**config.mk**
```make
export PLATFORM = sky130hd
export DESIGN_NAME = button_debounce_press_classifier
export DESIGN_NICKNAME = d
export VERILOG_FILES = /design/src/hw/rtl/bdpc_pkg.sv /design/src/hw/rtl/button_debounce_press_classifier.sv /design/src/hw/rtl/bdpc_cfg_regs.sv /design/src/hw/rtl/bdpc_button.sv /design/src/hw/rtl/bdpc_out_reg.sv
export SDC_FILE = /design/constraint.sdc
export NUM_CORES = 1
export LEC_CHECK = 0
export BUFFER_PORTS_ARGS = -buffer_cell sky130_fd_sc_hd__buf_2
export CAP_MARGIN = 5
export CORE_MARGIN = 2
export CORE_UTILIZATION = 50
export DETAILED_ROUTE_END_ITERATION = 6
export GPL_TIMING_DRIVEN = 0
export PLACE_DENSITY = 0.68
export SYNTH_ARGS = -nofsm -noshare
export SYNTH_HDL_FRONTEND = slang
export SYNTH_SLANG_ARGS = --single-unit
```
**constraint.sdc**
```tcl
create_clock -name clk -period 3.1 [get_ports clk]
set_input_delay 0.31 -clock clk [delete_from_list [all_inputs] [get_ports clk]]
set_output_delay 0.31 -clock clk [all_outputs]
set_load 0.02 [all_outputs]
```
**src/hw/rtl/bdpc_pkg.sv**
```systemverilog
`default_nettype none
package bdpc_pkg;

  localparam int unsigned BUTTONS = 4;
  localparam int unsigned CNT_W   = 16;
  localparam int unsigned REG_IDX_W = 2;

  localparam logic [CNT_W-1:0] CNT_MAX = '1;

  // input word kinds
  localparam logic KIND_TICK = 1'b0;
  localparam logic KIND_TAKE = 1'b1;

  // register indexes
  localparam logic [REG_IDX_W-1:0] REG_DEBOUNCE_TIME   = 2'd0;
  localparam logic [REG_IDX_W-1:0] REG_MIN_PRESS_TIME  = 2'd1;
  localparam logic [REG_IDX_W-1:0] REG_LONG_PRESS_TIME = 2'd2;

  typedef enum logic [1:0] {
    EV_NONE  = 2'd0,
    EV_SHORT = 2'd1,
    EV_LONG  = 2'd2
  } event_code_t;

  typedef struct packed {
    logic [CNT_W-1:0] debounce_time;
    logic [CNT_W-1:0] min_press_time;
    logic [CNT_W-1:0] long_press_time;
  } cfg_t;

  typedef struct packed {
    logic       kind;
    logic [3:0] raw_pressed;
    logic [1:0] button;
  } item_t;

  typedef struct packed {
    logic [1:0] event_code;
    logic [3:0] stable_pressed;
  } result_t;

  function automatic logic [CNT_W-1:0] sat_inc(input logic [CNT_W-1:0] v);
    sat_inc = (v == CNT_MAX) ? v : v + 1'b1;
  endfunction

endpackage
`default_nettype wire

```
**src/hw/rtl/button_debounce_press_classifier.sv**
```systemverilog
`default_nettype none
// Debouncer and short/long press classifier for four push buttons. Each input
// word is either a one-millisecond tick carrying the pressed levels, or a take
// of one button's latched event; every word yields exactly one result word
// holding the taken event (none on ticks) and the debounced pressed mask after
// that word. One word is accepted per clock: the per-button counters and
// threshold compares sit between the input and the result register, so the
// result appears the cycle after acceptance, and the block only stalls while
// its result register is full and the downstream side is stalling.
// Configuration writes are to be made while no word is in flight.
module button_debounce_press_classifier (
  input  wire logic                           clk,
  input  wire logic                           rst,
  input  wire logic                           item_valid,
  output logic                                item_stall,
  input  wire bdpc_pkg::item_t                item,
  output logic                                result_valid,
  input  wire logic                           result_stall,
  output bdpc_pkg::result_t                   result,
  input  wire logic                           cfg_we,
  input  wire logic [bdpc_pkg::REG_IDX_W-1:0] cfg_index,
  input  wire logic [bdpc_pkg::CNT_W-1:0]     cfg_wdata
);
  import bdpc_pkg::*;

  cfg_t               cfg;
  logic               accept;
  logic               is_tick;
  logic               is_take;
  logic [BUTTONS-1:0] stable_vec;
  logic [BUTTONS-1:0] stable_next_vec;
  event_code_t        pend [BUTTONS];
  result_t            load_word;
  logic               busy;

  bdpc_cfg_regs u_cfg (
    .clk       (clk),
    .rst       (rst),
    .cfg_we    (cfg_we),
    .cfg_index (cfg_index),
    .cfg_wdata (cfg_wdata),
    .cfg       (cfg)
  );

  assign item_stall = busy;
  assign accept     = item_valid && !item_stall;
  assign is_tick    = accept && (item.kind == KIND_TICK);
  assign is_take    = accept && (item.kind == KIND_TAKE);

  for (genvar i = 0; i < BUTTONS; i++) begin : g_btn
    bdpc_button u_btn (
      .clk         (clk),
      .rst         (rst),
      .cfg         (cfg),
      .tick        (is_tick),
      .take        (is_take && (item.button == 2'(i))),
      .raw         (item.raw_pressed[i]),
      .stable      (stable_vec[i]),
      .stable_next (stable_next_vec[i]),
      .pend        (pend[i])
    );
  end

  always_comb begin
    load_word.event_code     = is_take ? pend[item.button] : EV_NONE;
    load_word.stable_pressed = stable_next_vec;
  end

  bdpc_out_reg u_out (
    .clk          (clk),
    .rst          (rst),
    .load         (accept),
    .load_word    (load_word),
    .busy         (busy),
    .result_valid (result_valid),
    .result_stall (result_stall),
    .result       (result)
  );

  a_take_clears: assert property (@(posedge clk) disable iff (rst)
    (item_valid && !item_stall && item.kind == KIND_TAKE)
      |=> pend[$past(item.button)] == EV_NONE)
    else $error("taken event not cleared");

  a_tick_no_event: assert property (@(posedge clk) disable iff (rst)
    (item_valid && !item_stall && item.kind == KIND_TICK)
      |=> result_valid && result.event_code == EV_NONE)
    else $error("tick produced an event");

  a_mask_tracks: assert property (@(posedge clk) disable iff (rst)
    (item_valid && !item_stall) |=> result.stable_pressed == stable_vec)
    else $error("result mask differs from debounced state");

endmodule
`default_nettype wire

```
**src/hw/rtl/bdpc_cfg_regs.sv**
```systemverilog
`default_nettype none
module bdpc_cfg_regs (
  input  wire logic                           clk,
  input  wire logic                           rst,
  input  wire logic                           cfg_we,
  input  wire logic [bdpc_pkg::REG_IDX_W-1:0] cfg_index,
  input  wire logic [bdpc_pkg::CNT_W-1:0]     cfg_wdata,
  output bdpc_pkg::cfg_t                      cfg
);
  import bdpc_pkg::*;

  always_ff @(posedge clk) begin
    if (rst) begin
      cfg.debounce_time   <= CNT_W'(50);
      cfg.min_press_time  <= CNT_W'(50);
      cfg.long_press_time <= CNT_W'(1000);
    end else if (cfg_we) begin
      case (cfg_index)
        REG_DEBOUNCE_TIME:   cfg.debounce_time   <= cfg_wdata;
        REG_MIN_PRESS_TIME:  cfg.min_press_time  <= cfg_wdata;
        REG_LONG_PRESS_TIME: cfg.long_press_time <= cfg_wdata;
        default: ;
      endcase
    end
  end

endmodule
`default_nettype wire

```
**src/hw/rtl/bdpc_button.sv**
```systemverilog
`default_nettype none
module bdpc_button (
  input  wire logic                clk,
  input  wire logic                rst,
  input  wire bdpc_pkg::cfg_t      cfg,
  input  wire logic                tick,
  input  wire logic                take,
  input  wire logic                raw,
  output logic                     stable,
  output logic                     stable_next,
  output bdpc_pkg::event_code_t    pend
);
  import bdpc_pkg::*;

  logic             last_raw, last_raw_next;
  logic [CNT_W-1:0] settle_count, settle_count_next;
  logic [CNT_W-1:0] hold_count, hold_count_next;
  logic             long_fired, long_fired_next;
  event_code_t      pend_next;
  logic [CNT_W-1:0] hold_inc;

  always_comb begin
    last_raw_next     = last_raw;
    settle_count_next = settle_count;
    hold_count_next   = hold_count;
    long_fired_next   = long_fired;
    stable_next       = stable;
    pend_next         = pend;
    hold_inc          = sat_inc(hold_count);
    if (take) begin
      pend_next = EV_NONE;
    end else if (tick) begin
      hold_count_next = hold_inc;
      if (raw != last_raw) begin
        last_raw_next     = raw;
        settle_count_next = '0;
      end else begin
        settle_count_next = sat_inc(settle_count);
      end
      // only a settled level moves the classifier
      if (settle_count_next >= cfg.debounce_time) begin
        if (raw != stable) begin
          stable_next = raw;
          if (raw) begin
            hold_count_next = '0;
            long_fired_next = 1'b0;
          end else begin
            if (!long_fired && hold_inc >= cfg.min_press_time) pend_next = EV_SHORT;
            long_fired_next = 1'b0;
          end
        end
        if (stable_next && !long_fired_next &&
            hold_count_next >= cfg.long_press_time) begin
          long_fired_next = 1'b1;
          pend_next       = EV_LONG;
        end
      end
    end
  end

  always_ff @(posedge clk) begin
    if (rst) begin
      last_raw     <= 1'b0;
      stable       <= 1'b0;
      settle_count <= '0;
      hold_count   <= '0;
      long_fired   <= 1'b0;
      pend         <= EV_NONE;
    end else begin
      last_raw     <= last_raw_next;
      stable       <= stable_next;
      settle_count <= settle_count_next;
      hold_count   <= hold_count_next;
      long_fired   <= long_fired_next;
      pend         <= pend_next;
    end
  end

endmodule
`default_nettype wire

```
**src/hw/rtl/bdpc_out_reg.sv**
```systemverilog
`default_nettype none
module bdpc_out_reg (
  input  wire logic              clk,
  input  wire logic              rst,
  input  wire logic              load,
  input  wire bdpc_pkg::result_t load_word,
  output logic                   busy,
  output logic                   result_valid,
  input  wire logic              result_stall,
  output bdpc_pkg::result_t      result
);
  import bdpc_pkg::*;

  // full and not drained this cycle: hold the upstream side
  assign busy = result_valid && result_stall;

  always_ff @(posedge clk) begin
    if (rst) begin
      result_valid <= 1'b0;
    end else if (load) begin
      result_valid <= 1'b1;
    end else if (!result_stall) begin
      result_valid <= 1'b0;
    end
  end

  always_ff @(posedge clk) begin
    if (load) result <= load_word;
  end

endmodule
`default_nettype wire
```
After elaboration in Yosys (flattened, before gate mapping)
Index checks and enable logic that the tools add are counted. W data, S select, Z words.

Register bits after elaboration: 203. Input bits: 30. Output and inout bits: 8. Logic and storage cells: 258.

Add/subtract/negate cells: 8. Order comparisons: 13. Equality and inequality tests: 26. Mux-type cells: 113. Bitwise operators: 6. Reduce and logical (&&, ||, !) cells: 62.

Operators by type and width (count): $mux W16 (44); $ge A16 B16 Y1 (12); $add A16 B1 Y16 const B (8); $eq A16 B16 Y1 const B (8); $mux W1 (50); $mux W2 (18); $reduce_and A3 Y1 (8); $logic_and A1 B1 Y1 (20); $reduce_and A5 Y1 (4); $reduce_bool A2 Y1 (8); $reduce_and A2 Y1 (7); $ne A2 B1 Y1 const B (5); $logic_not A1 Y1 (9); $ne A1 B1 Y1 (8); $reduce_or A2 Y1 (4); $eq A2 B2 Y1 const B (3); $not A1 Y1 (5); $bmux W2 S2 (1); $eq A2 B1 Y1 const B (2); $logic_not A2 Y1 (2); $ge A3 B3 Y1 const B (1); $not A2 Y3 (1).

Depth between registers and ports, before layout
Depth in word-level cells: 15. Depth in mapped cells: 18. Gate-level depth less buffers: 15.

By module
From an unflattened synthesis, not the netlist that was laid out.

Cells, all modules: 2154. Area, all modules: 16550.9 µm².

By module, submodules not included: bdpc_button at g_btn[2].u_btn (instances 1, cells an instance 482, area an instance 3598.5 µm², sequential area each 740.7 µm²); bdpc_button at g_btn[1].u_btn (instances 1, cells an instance 496, area an instance 3589.7 µm², sequential area each 740.7 µm²); bdpc_button at g_btn[0].u_btn (instances 1, cells an instance 477, area an instance 3535.9 µm², sequential area each 740.7 µm²); bdpc_button at g_btn[3].u_btn (instances 1, cells an instance 489, area an instance 3528.4 µm², sequential area each 740.7 µm²); bdpc_cfg_regs (instances 1, cells an instance 187, area an instance 1961.9 µm², sequential area each 960.9 µm²); bdpc_out_reg (instances 1, cells an instance 10, area an instance 216.5 µm², sequential area each 200.2 µm²); button_debounce_press_classifier (instances 1, cells an instance 13, area an instance 120.1 µm², sequential area each 0.0 µm²).

Least setup slack after synthesis
Ideal clock, no wire load.

Path kind: flip-flop to flip-flop. Start: reg g_btn[0].u_btn.settle_count[0]. End: reg, netlist name u_out.result[0]. Setup time: 0.262 ns. Arrival time: 3.091 ns. Data required time: 2.838 ns. Path slack: -0.253 ns. Stages on the path, launching flop included: 14. Buffers on the path: 0. Clock period less this slack: 3.353 ns. Path through: dfxtp_1 -> ha_1 -> nand3_1 -> nor3_1 -> a21oi_1 -> and3_1 -> xnor2_1 -> nor2_1 -> ha_1 -> a21o_1 -> a2111oi_0 -> o31ai_1 -> nand2_1 -> mux2_2.

Cells in the longest elaborated chain, start to end: 9. Elaborated cells between the ends (all ways): 10. Those cells by class: 1 x add/sub; 1 x order compare; 1 x eq/ne; 7 x mux.

RTL lines: start, declared (RTL line bdpc_button.sv:16) `logic [CNT_W-1:0] settle_count, settle_count_next;`; start signal, assigned (RTL line bdpc_button.sv:72) `settle_count <= settle_count_next;`; $add A16 B1 Y16 or $eq A16 B16 Y1 (tied branches) (RTL line bdpc_pkg.sv:43) `sat_inc = (v == CNT_MAX) ? v : v + 1'b1;`; $mux W16 * (RTL line bdpc_pkg.sv:43); $mux W16 * (RTL line bdpc_button.sv:34) `if (raw != last_raw) begin`; $mux W16 * (RTL line bdpc_button.sv:32) `end else if (tick) begin`; $mux W16 * (RTL line bdpc_button.sv:30) `if (take) begin`; $ge A16 B16 Y1 * (RTL line bdpc_button.sv:41) `if (settle_count_next >= cfg.debounce_time) begin`; $mux W1 * (RTL line bdpc_button.sv:41); $mux W1 * (RTL line bdpc_button.sv:32); $mux W1 * (RTL line bdpc_button.sv:30); named net g_btn[0].u_btn.stable_next (RTL line bdpc_button.sv:10) `output logic stable_next,`.

The timed path passes the listed nets; every way through them passes the cells marked *. The select of a mux whose other input is x is not followed. A chain may end at the register's enable or synchronous reset.

Worst setup path after layout
Start: reg g_btn[1].u_btn.hold_count[4]. End: reg g_btn[1].u_btn.pend[1].

Cells in the longest elaborated chain, start to end: 11. Elaborated cells between the ends (all ways): 17. Those cells by class: 1 x add/sub; 2 x order compare; 2 x eq/ne; 7 x mux; 5 x reduce/logical.

RTL lines: start, declared (RTL line bdpc_button.sv:17) `logic [CNT_W-1:0] hold_count, hold_count_next;`; start signal, assigned (RTL line bdpc_button.sv:73) `hold_count <= hold_count_next;`; $add A16 B1 Y16 or $eq A16 B16 Y1 (tied branches) (RTL line bdpc_pkg.sv:43); $mux W16 * (RTL line bdpc_pkg.sv:43); $mux W16 (RTL line bdpc_button.sv:44) `if (raw) begin`; $mux W16 (RTL line bdpc_button.sv:42) `if (raw != stable) begin`; $mux W16 (RTL line bdpc_button.sv:41); $mux W16 (RTL line bdpc_button.sv:32); $mux W16 (RTL line bdpc_button.sv:30); $ge A16 B16 Y1 (RTL line bdpc_button.sv:53) `hold_count_next >= cfg.long_press_time) begin`; $logic_and A1 B1 Y1 (RTL line bdpc_button.sv:52) `if (stable_next && !long_fired_next &&`; $ne A2 B1 Y1 (no source line) or $reduce_bool A2 Y1 (tied branches); $reduce_and A5 Y1 (no source line); end signal, assigned (RTL line bdpc_button.sv:75) `pend <= pend_next;`; end, declared (RTL line bdpc_button.sv:11) `output bdpc_pkg::event_code_t pend`.

Every way passes the cells marked *; elsewhere a longest branch is shown, timed or not. The select of a mux whose other input is x is not followed.

==> out/metrics.csv <==
stage,metric,value,unit
run_status,outcome,"finished, violations left",
run_status,failing checks,setup timing,
placement,dpl hpwl,35600,µm
detailed_routing,DR vias/cell,6.15,
timing,fin crit period,3.40,ns
worst_setup_path,RR Startpoint,g_btn[1].u_btn.hold_count[4],
worst_setup_path,critical path arrival,3.85,ns
clocking,worst skew pair latency,0.54,ns
final_layout,synth-to-layout area growth,33.2,%
worst_setup_path,critical path required time,3.55,ns
floorplan,Die X,178,µm
timing,f_max,294,MHz
detailed_routing,final wirelength,54400,µm
grt,first-pass GRT wire length,81400,µm
timing,RSZ-0062 raised after global routing,yes,
pwr,sequential fraction of design power,40.0,%
final_layout,"commonest cells after routing, fill and taps aside","259 x nand2_1, 194 x ha_1, 171 x a21oi_1",
final_layout,Multi-input gate area,0.0121,mm²
final_layout,ant diodes,0,
placement,placed cell count,2415,
logic_synthesis,Post-synth EDFFs,6,
timing,Final Max Tran Viols,0,
floorplan,IO Pins,38,
worst_setup_path,Critical Path End Type,flip-flop,
clocking,H-tree depth,1,
logic_synthesis,Post-Syn Area,0.0152,mm²
placement,pre-CTS setup slack,-1.59,ns
logic_synthesis,synthesized flop and latch total,203,
clocking,CTS tree,built,
clocking,total CTS buffers,25,
detailed_routing,DRT iter0 DRCs,1251,
placement,# port buffers,36,
grt,vias in the first global route,15400,
pwr,switching pwr,1.94,mW
placement,RD Place Congestion,0.954,
final_layout,# fillers,2311,
pwr,Max VDD drop,0.465,mV
floorplan,Die Ht,178,µm
logic_synthesis,Mean Syn Cell Area,7.62,µm²
clocking,Root Driver,clkbuf_16,
logic_synthesis,top_reg_cell synth,dfxtp_1,
pwr,P_int,4.82,mW
job,Max Cap Viol,0,
worst_setup_path,reg2reg setup slack,-0.30,ns
floorplan,Core Area,0.0297,mm²
logic_synthesis,register area share after synthesis,27.2,%
pwr,combinational power share,15.5,%
clocking,"CTS clk-pin slew, worst paths",0.06,ns
final_layout,final core occ,67.9,%
grt,total gr overflow,0,
pwr,clock network power share,44.5,%
worst_setup_path,Startpoint Class,flip-flop,
timing,clock skew,0.0130,ns
detailed_routing,Final ANT Viol Nets,0,
final_layout,"most common cell after layout, fill and taps aside",nand2_1,
pwr,Sw Ratio,28.7,%
worst_setup_path,critical path class,reg2reg,
pwr,PD cells,335,mW/mm²
clocking,Max Buffers Root-to-Sink,3,
floorplan,die area,0.0317,mm²
detailed_routing,DRC,0,
timing,PnR worst setup slack,-0.300,ns
clocking,Num Clock Sinks,203,
final_layout,Post-Layout Inst Area,0.0202,mm²
detailed_routing,Vias,16100,
grt,initial antenna violation count,0,
logic_synthesis,Synth Net Count,2227,
pwr,leakage,8.80,nW
logic_synthesis,Netlist cell types,70,
final_layout,Reg area,0.00437,mm²
final_layout,share of cells above drive strength 1,29.6,%
worst_setup_path,crit path max fanout,5,
timing,Fin. Hold Viols,0,
timing,final worst-path cycle share,110,%
logic_synthesis,synth warn,0,
final_layout,Final #Nets,2442,
final_layout,fin cells,2612,
detailed_routing,Pre-antenna DRT Iters,6,
timing,setup violators final,75,
logic_synthesis,cells after synthesis,1989,
logic_synthesis,"FFs w/ async S/R, synth",0,%
worst_setup_path,Worst setup startpoint,g_btn[1].u_btn.hold_count[4],
floorplan,FP Rows,63,
timing,worst-margin pin slew,1.01,ns
timing,Slew Limit Headroom,32.5,%
placement,Placed Area,0.0160,mm²
grt,GR Util All Layers,32.7,%
detailed_routing,WL/cell,20.8,µm
grt,pin count of the biggest net entering global routing,13,
min_path,min-delay src,cfg_wdata[15],
min_path,Hold Crit Class,in2reg,
floorplan,Starting Density,51.0,%
-- per-stage QoR --
stage | setup TNS [ns] | total power, mW | hold slack [ns]
final | -9.26 | 6.77 | 0.0375
after global routing | -20.17 | 6.98 | 0.0469
after CTS | -5.99 | 6.71 | 0.0297
after detailed placement | -79.34 | 3.60 | 0.447
after global placement | -78.10 | 3.57 | 0.442
after floorplan | -0.100 | 3.31 | 0.432
-- per-layer routing --
metal	GRT usage, %	up-vias	wire, µm
li1	-	7505	-
met1	40.2	7593	21400
met2	55.1	750	25400
met3	4.77	206	4090
met4	17.7	0	3570
met5	0	-	0
-- repair_timing --
action | in CTS | in global routing
resized for setup | 409 | 187
hold buffers | 1 | 0
endpoints found under the setup margin | 84 | 97
endpoints found under the hold margin | 1 | 0
gates cloned | 3 | 3
pin swaps | 140 | 87
buffers inserted | 114 | 46
-- power by group through the flow --
stage	Sequential [mW]	Combinational (mW)	Clock [mW]
after global routing	2.71	1.13	3.14
after global placement	2.78	0.790	0
after detailed placement	2.79	0.817	0
final	2.71	1.05	3.01
after floorplan	2.78	0.530	0
after CTS	2.71	0.961	3.03
-- registers in the layout, indices dropped and copies added (netlist names) --
signal	flops
g_btn.u_btn.stable	4
g_btn.u_btn.pend	8
g_btn.u_btn.last_raw	4
g_btn.u_btn.long_fired	4
u_cfg.cfg	48
u_out.result	6
g_btn.u_btn.hold_count	64
u_out.result_valid	1
g_btn.u_btn.settle_count	64
-- cells in the mapped netlist, types with 5 or more instances --
master     count  area (µm²)
nor2_1       187         702
a31oi_1       30         188
a21boi_0       6        45.0
a21o_1        22         165
clkbuf_1      62         233
and2_1        11        68.8
o211ai_1      20         150
a22oi_1       11        82.6
dfxtp_1      197        3940
nor3b_1       11        82.6
nor2b_1       23         144
buf_1          8        30.0
edfxtp_1       6         180
a2111oi_0      8        70.1
mux2i_1       16         160
and4_1         9        78.8
o21ai_0      126         631
nor3_1        59         295
o22ai_1        7        43.8
a22o_1         8        70.1
o21a_1        11        82.6
nand2_1      276        1040
a21oi_1      195         976
or2_2          7        43.8
and3_1        30         188
a211oi_1       7        52.6
buf_2         11        55.1
nand2b_1      14        87.6
a41oi_1        7        61.3
inv_1        103         387
a32o_1         5        50.1
nor4_1        11        68.8
xor2_1        46         403
xnor2_1       47         412
o211a_1        6        60.1
nand3_1       65         325
or3_1         14        87.6
ha_1         208        2600
nand4_1       45         282
-- path summary, 6_finish.rpt --
kind,depth (start not counted),endpoint
min,3,u_cfg.cfg[15]
max,16,g_btn[1].u_btn.pend[1]
min reg2reg,2,u_cfg.cfg[39]
max reg2reg,16,g_btn[1].u_btn.pend[1]
-- cell type report --
| class | count | share of cell area [%] |
|---|---|---|
| clock buffer | 39 | 3.87 |
| sequential | 203 | 21.6 |
| buffer | 73 | 2.15 |
| multi-input combinational | 1601 | 60.2 |
| inverter | 103 | 1.92 |
| timing repair buffer | 197 | 7.55 |
| tap | 390 | 2.42 |
| clock inverter | 6 | 0.304 |
-- critical path, cell delays in order (launching register included) --
cell	delay, ns
dfxtp_2	0.32
buf_6	0.09
and4_4	0.24
nand3_4	0.08
or4_4	0.60
nand3_4	0.14
nor2_4	0.05
xor2_2	0.15
a21boi_2	0.16
ha_1	0.34
buf_4	0.12
nand4_1	0.13
a21oi_2	0.24
a2111oi_4	0.06
o21ai_2	0.19
nand4_1	0.18
o22ai_1	0.24
-- cells by family after synthesis --
kind of cell	synth area share (%)
simple gates	24.4
fa+ha+maj	17.2
compound gates	19.2
flops	27.2
xor+xnor	5.48
buf+inv	4.87
mux	1.65
No activity file was read; power rests on OpenSTA's default activity.
